### src/assert_macros.svh
// Assertion macros included by the top-level RTL file.
`ifndef ASSERT_MACROS_SVH
`define ASSERT_MACROS_SVH

// Property that holds at every clock edge out of reset.
`define ASSERT_ALWAYS(label, clk, rst_n, expr, msg) \
	label: assert property (@(posedge clk) disable iff (!rst_n) (expr)) \
		else $error(msg);

// Same-cycle implication.
`define ASSERT_IMPLY(label, clk, rst_n, pre, post, msg) \
	label: assert property (@(posedge clk) disable iff (!rst_n) (pre) |-> (post)) \
		else $error(msg);

`endif

### src/spq_pkg.sv
// Types and constants of the sorted priority queue.
`timescale 1ns / 1ps
`default_nettype none

package spq_pkg;

	localparam int CAPACITY = 16;
	localparam int COUNT_W = 5;
	localparam int YEAR_W = 14;
	localparam int MONTH_W = 4;
	localparam int DAY_W = 5;
	localparam int TAG_W = 16;

	typedef enum logic [0:0] {
		OP_PUSH = 1'b0,
		OP_POP = 1'b1
	} op_t;

	typedef enum logic [1:0] {
		ST_OK = 2'd0,
		ST_EMPTY = 2'd1,
		ST_FULL = 2'd2
	} status_t;

	typedef struct packed {
		logic [YEAR_W-1:0] year;
		logic [MONTH_W-1:0] month;
		logic [DAY_W-1:0] day;
		logic [TAG_W-1:0] tag;
	} entry_t;

	typedef struct packed {
		op_t opcode;
		logic [YEAR_W-1:0] key_year;
		logic [MONTH_W-1:0] key_month;
		logic [DAY_W-1:0] key_day;
		logic [TAG_W-1:0] name_tag;
	} in_t;

	typedef struct packed {
		status_t status;
		logic [YEAR_W-1:0] out_year;
		logic [MONTH_W-1:0] out_month;
		logic [DAY_W-1:0] out_day;
		logic [TAG_W-1:0] out_tag;
		logic [COUNT_W-1:0] occupancy;
	} out_t;

	typedef struct packed {
		logic push;
		logic pop;
		entry_t new_entry;
	} cell_ctrl_t;

endpackage

`default_nettype wire

### src/spq_cell.sv
// One queue cell: holds an entry, shifts right on insert, left on pop.
`timescale 1ns / 1ps
`default_nettype none

module spq_cell (
	input wire logic clk,
	input wire logic arst_n,
	input wire spq_pkg::cell_ctrl_t ctrl,
	input wire spq_pkg::entry_t prev_entry,
	input wire logic prev_valid,
	input wire logic prev_keep,
	input wire spq_pkg::entry_t next_entry,
	input wire logic next_valid,
	output spq_pkg::entry_t entry,
	output logic valid,
	output logic keep
);

	spq_pkg::entry_t entry_q;
	logic valid_q;

	// entry stays put when its year is strictly below the new key's year
	assign keep = valid_q && (entry_q.year < ctrl.new_entry.year);
	assign entry = entry_q;
	assign valid = valid_q;

	always_ff @(posedge clk) begin
		if (ctrl.push && !keep) begin
			entry_q <= prev_keep ? ctrl.new_entry : prev_entry;
		end else if (ctrl.pop) begin
			entry_q <= next_entry;
		end
	end

	always_ff @(posedge clk or negedge arst_n) begin
		if (!arst_n) begin
			valid_q <= 1'b0;
		end else if (ctrl.push) begin
			valid_q <= valid_q | prev_valid;
		end else if (ctrl.pop) begin
			valid_q <= next_valid;
		end
	end

endmodule

`default_nettype wire

### src/sorted_priority_queue_top.sv
// Top level of the sorted priority queue: cell chain, count and result register.
//
//  channel | direction | payload          | handshake
//  in      | input     | spq_pkg::in_t    | in_valid / in_stall
//  out     | output    | spq_pkg::out_t   | out_valid / out_stall
//
// One item per cycle while in_stall is low: a push or pop updates every cell of the chain at once.
// The result is registered and appears in the cycle after the transfer.
// in_stall is raised while a result waits and out_stall is high.
// Reset clears all valid bits, the count and the result register valid.
`timescale 1ns / 1ps
`default_nettype none
`include "assert_macros.svh"

module sorted_priority_queue_top (
	input wire logic clk,
	input wire logic arst_n,
	input wire logic in_valid,
	output logic in_stall,
	input wire spq_pkg::in_t in_data,
	output logic out_valid,
	input wire logic out_stall,
	output spq_pkg::out_t out_data
);

	spq_pkg::entry_t entry_vec [spq_pkg::CAPACITY];
	logic [spq_pkg::CAPACITY-1:0] valid_vec;
	logic [spq_pkg::CAPACITY-1:0] keep_vec;
	logic [spq_pkg::CAPACITY:0] valid_inc;
	spq_pkg::cell_ctrl_t ctrl;
	logic [spq_pkg::COUNT_W-1:0] count_q;
	logic [spq_pkg::COUNT_W-1:0] count_next;
	logic out_valid_q;
	spq_pkg::out_t out_q;
	spq_pkg::out_t result;
	logic accept;
	logic full;
	logic empty;

	assign in_stall = out_valid_q && out_stall;
	assign accept = in_valid && !in_stall;
	assign full = (count_q == spq_pkg::COUNT_W'(spq_pkg::CAPACITY));
	assign empty = (count_q == '0);

	always_comb begin
		ctrl.new_entry.year = in_data.key_year;
		ctrl.new_entry.month = in_data.key_month;
		ctrl.new_entry.day = in_data.key_day;
		ctrl.new_entry.tag = in_data.name_tag;
		ctrl.push = accept && (in_data.opcode == spq_pkg::OP_PUSH) && !full;
		ctrl.pop = accept && (in_data.opcode == spq_pkg::OP_POP) && !empty;

		count_next = count_q;
		if (ctrl.push) begin
			count_next = count_q + 1'b1;
		end else if (ctrl.pop) begin
			count_next = count_q - 1'b1;
		end

		result = '0;
		result.status = spq_pkg::ST_OK;
		result.occupancy = count_next;
		if (in_data.opcode == spq_pkg::OP_PUSH) begin
			if (full) begin
				result.status = spq_pkg::ST_FULL;
			end
		end else if (empty) begin
			result.status = spq_pkg::ST_EMPTY;
		end else begin
			result.out_year = entry_vec[0].year;
			result.out_month = entry_vec[0].month;
			result.out_day = entry_vec[0].day;
			result.out_tag = entry_vec[0].tag;
		end
	end

	for (genvar i = 0; i < spq_pkg::CAPACITY; i++) begin : g_cell
		spq_pkg::entry_t prev_entry;
		logic prev_valid;
		logic prev_keep;
		spq_pkg::entry_t next_entry;
		logic next_valid;

		if (i == 0) begin : g_head
			assign prev_entry = ctrl.new_entry;
			assign prev_valid = 1'b1;
			assign prev_keep = 1'b1;
		end else begin : g_body
			assign prev_entry = entry_vec[i-1];
			assign prev_valid = valid_vec[i-1];
			assign prev_keep = keep_vec[i-1];
		end

		if (i == spq_pkg::CAPACITY - 1) begin : g_tail
			assign next_entry = entry_vec[i];
			assign next_valid = 1'b0;
		end else begin : g_inner
			assign next_entry = entry_vec[i+1];
			assign next_valid = valid_vec[i+1];
		end

		spq_cell u_cell (
			.clk(clk),
			.arst_n(arst_n),
			.ctrl(ctrl),
			.prev_entry(prev_entry),
			.prev_valid(prev_valid),
			.prev_keep(prev_keep),
			.next_entry(next_entry),
			.next_valid(next_valid),
			.entry(entry_vec[i]),
			.valid(valid_vec[i]),
			.keep(keep_vec[i])
		);
	end

	always_ff @(posedge clk or negedge arst_n) begin
		if (!arst_n) begin
			count_q <= '0;
			out_valid_q <= 1'b0;
		end else begin
			count_q <= count_next;
			if (accept) begin
				out_valid_q <= 1'b1;
			end else if (!out_stall) begin
				out_valid_q <= 1'b0;
			end
		end
	end

	always_ff @(posedge clk) begin
		if (accept) begin
			out_q <= result;
		end
	end

	assign out_valid = out_valid_q;
	assign out_data = out_q;

	assign valid_inc = {1'b0, valid_vec} + 1'b1;

	`ASSERT_ALWAYS(a_count_matches, clk, arst_n,
		count_q == spq_pkg::COUNT_W'($countones(valid_vec)), "count differs from valid cells")
	`ASSERT_ALWAYS(a_valid_prefix, clk, arst_n,
		$onehot(valid_inc), "valid cells are not a prefix")
	`ASSERT_IMPLY(a_head_order, clk, arst_n, valid_vec[1],
		entry_vec[0].year <= entry_vec[1].year, "front cells out of order")
	`ASSERT_IMPLY(a_empty_zero, clk, arst_n,
		out_valid_q && (out_q.status == spq_pkg::ST_EMPTY),
		(out_q.out_year == '0) && (out_q.out_tag == '0) && (out_q.occupancy == '0),
		"empty pop result not cleared")

endmodule

`default_nettype wire
### config.mk
export PLATFORM = sky130hd
export DESIGN_NAME = sorted_priority_queue_top
export DESIGN_NICKNAME = d
export VERILOG_FILES = /design/src/spq_pkg.sv /design/src/spq_cell.sv /design/src/sorted_priority_queue_top.sv
export VERILOG_INCLUDE_DIRS = /design/src /design/src/src
export SDC_FILE = /design/constraint.sdc
export NUM_CORES = 2
export LEC_CHECK = 0
export BUFFER_PORTS_ARGS = -buffer_cell sky130_fd_sc_hd__buf_2
export CELL_PAD_IN_SITES_DETAIL_PLACEMENT = 1
export CELL_PAD_IN_SITES_GLOBAL_PLACEMENT = 2
export CORE_ASPECT_RATIO = 1.1
export CORE_UTILIZATION = 49
export CTS_CLUSTER_DIAMETER = 200
export DETAILED_ROUTE_END_ITERATION = 16
export PLACE_DENSITY = 0.84
export SETUP_SLACK_MARGIN = 0.1
export SLEW_MARGIN = 15
export SYNTH_ARGS = -nofsm -noshare
export SYNTH_HDL_FRONTEND = slang
export SYNTH_HIERARCHICAL = 1
export SYNTH_SLANG_ARGS = --single-unit
### constraint.sdc
create_clock -name clk -period 4.6 [get_ports clk]
set_input_delay 0.69 -clock clk [delete_from_list [all_inputs] [get_ports clk]]
set_output_delay 0.69 -clock clk [all_outputs]
set_load 0.02 [all_outputs]
==> summary.txt <==
Run status
  • Status: finished clean

Setup path
  • WP buf/inv: 4
  • WS Path Type: reg -> reg
  • Startpoint Class: register
  • Peak per-stage delay on the critical path: 0.48 ns
  • Crit end category: register
  • CP top delay family: buffers and inverters
  • Slowest stage cell, crit path: buf_4
  • WP data arrival: 3.83 ns
  • Crit path max fanout: 33
  • Crit-path cells: inv_1 > ha_1 > a311oi_4 > buf_4 > inv_1 > nor3_1 > o2bb2ai_4 > buf_4 > mux2_2
  • Worst path required time: 4.99 ns

STA
  • Setup slack after layout: 1.153 ns
  • Number of endpoints failing setup at the final stage: 0
  • Crit share post-route: 74.93%
  • Final min period: 3.447 ns
  • Slew headroom: 35.26%
  • Fmax: 0.2901 GHz
  • Pins Over Slew Limit: 0
  • Least-Margin Pin Slew: 0.9711 ns
  • Final Hold Viols: 0
  • Fin Setup TNS: 0 ns
  • Clk_skew: 0.01817 ns
  • RSZ-0062 raised after global routing: no

Floorplanning
  • Rows: 112
  • Initial Util: 49.56%
  • Ports: 92
  • Die height: 309.4 µm
  • Core footprint: 0.08492 mm²
  • Die ar.: 0.08707 mm²
  • Die extent in x: 281.4 µm

Cells and area
  • Fillers: 8494
  • Most common cell after layout, fill and taps aside: mux2_2
  • Layout area overhead: 9.352%
  • Commonest cells after routing, fill and taps aside: mux2_2 (992), edfxtp_1 (670), a21oi_1 (322), inv_1 (243), nor2_1 (224)
  • Final nets: 3560
  • Fraction of layout cells with a size suffix above 1: 39.46%

Global route
  • GR met1 Demand/Resource: 30.29%
  • Global-route wire length before repair: 158600 µm
  • Largest net degree at the start of global routing: 53
  • Met3 Usage GRT: 2.771%
  • Initial antenna violation count: 1
  • Gr busiest metal: met2
  • Vias in the first global route: 27980
  • GRT Total Usage: 22.74%
  • Overflow after GRT: 0
  • Met2 usage: 39.53%

Power
  • Max rail drop VDD: 301.6 µV
  • Psw: 0.005578 W
  • Switching Share: 28.93%
  • Gate power share: 24.4%
  • Sequential power share: 44.1%
  • P_int: 0.01370 W
  • Leak: 16.95 nW
  • PwrDens: 418.9 mW/mm²
  • Clock share of power: 31.5%

Clock network
  • Setup Fix Bufs, Post-CTS: 0
  • CTS tree: yes
  • TritonCTS buffer count: 78
  • Post-CTS Hold Buffers: 0
  • Root buffer cell: clkbuf_16
  • H-Tree Depth: 3
  • PostCTS Resize Cnt: 0
  • Clock buffer depth: 3
  • Clk_lat worst skew: 0.64 ns
  • # clock sinks: 692
  • Clk pin slew, worst setup/hold paths: 0.06 ns

Placed design
  • Number of port buffers: 91
  • HPWL Detailed: 73460 µm
  • Pre-CTS WS: 0.7814 ns
  • GPL Wtd Cong: 0.8181

Route
  • Routed WL per cell: 21.71 µm
  • DRT iter0 DRCs: 1306
  • Number of iterations in the first detailed-routing pass: 5
  • Via count: 25370
  • Post-Route WL: 97780 µm
  • Vias per cell: 5.632
  • Antenna-violating nets left: 0
  • DRC violation count after routing: 0

Logic synthesis
  • Cell area after synthesis: 0.04209 mm²
  • Post-Synthesis Cells: 3232
  • Syn_area_per_cell: 13.02 µm²
  • Warnings, synthesis: 6

Flow run
  • Max-Cap Viols: 0

Worst hold path
  • HP Class: in -> async
==> layer usage <==
metal  up-vias  share of wire [%]
li1      12180                  -
met1     12720                 46
met2       352                 49
met3       115                3.0
met4         0                1.7
met5         -                  0
==> power by group through the flow <==
stage | sequential (W) | clock [W] | combinational, W
6_report | 0.00851 | 0.00606 | 0.00471
5_1_grt | 0.00860 | 0.00643 | 0.00516
4_1_cts | 0.00851 | 0.00623 | 0.00475
3_5_place_dp | 0.00863 | 0 | 0.00472
3_3_place_gp | 0.00857 | 0 | 0.00444
2_1_floorplan | 0.00844 | 0 | 0.00357
==> state kept, by name, summed over array words and instances, names as in the netlist <==
signal / flops
out_data: 46
g_cell.u_cell/entry: 624
count_q: 5
g_cell.u_cell/valid: 16
out_valid: 1
==> worst paths after layout <==
path	startpoint	slack (ns)	depth (start not counted)	endpoint
worst max register to register	count_q[0]	1.15	9	g_cell[14].u_cell/entry[12]
worst max-delay path	count_q[0]	1.15	9	g_cell[14].u_cell/entry[12]
min in group clk	in_valid	0.27	2	out_valid
worst min register to register	g_cell[0].u_cell/entry[6]	0.55	1	out_data[11]
max in group asynchronous	arst_n	3.96	1	g_cell[0].u_cell/valid
worst min-delay path	arst_n	0.11	1	g_cell[15].u_cell/valid
==> cell type report <==
| cell class | instances | area (µm²) | share of cell area [%] |
|---|---|---|---|
| Inverter | 245 | 919.6 | 1.998 |
| Timing Repair Buffer | 157 | 1039 | 2.256 |
| Tap cell | 1140 | 1426 | 3.099 |
| Sequential cell | 692 | 20670 | 44.91 |
| Multi-Input combinational cell | 2132 | 19530 | 42.44 |
| Clock inverter | 34 | 297.8 | 0.6470 |
| Antenna cell | 1 | 2.502 | 0.005437 |
| Clock buffer | 103 | 2137 | 4.643 |
==> per-stage QoR <==
step / util, % / hold WS [ns] / total power [W] / instance area (µm²) / instances
finish: 54.20 / 0.1140 / 0.01928 / 46030 / 4504
floorplan: - / 0.3944 / 0.01201 / 42090 / 3233
CTS: 54.19 / 0.1190 / 0.01949 / 46020 / 4503
detailed placement: 51.33 / 0.5368 / 0.01335 / 43590 / 4366
global placement: 51.33 / 0.5227 / 0.01301 / 43590 / 4366
global route: 54.20 / 0.1476 / 0.02019 / 46030 / 4504
Note: power is estimated with default switching activity, not from simulation.
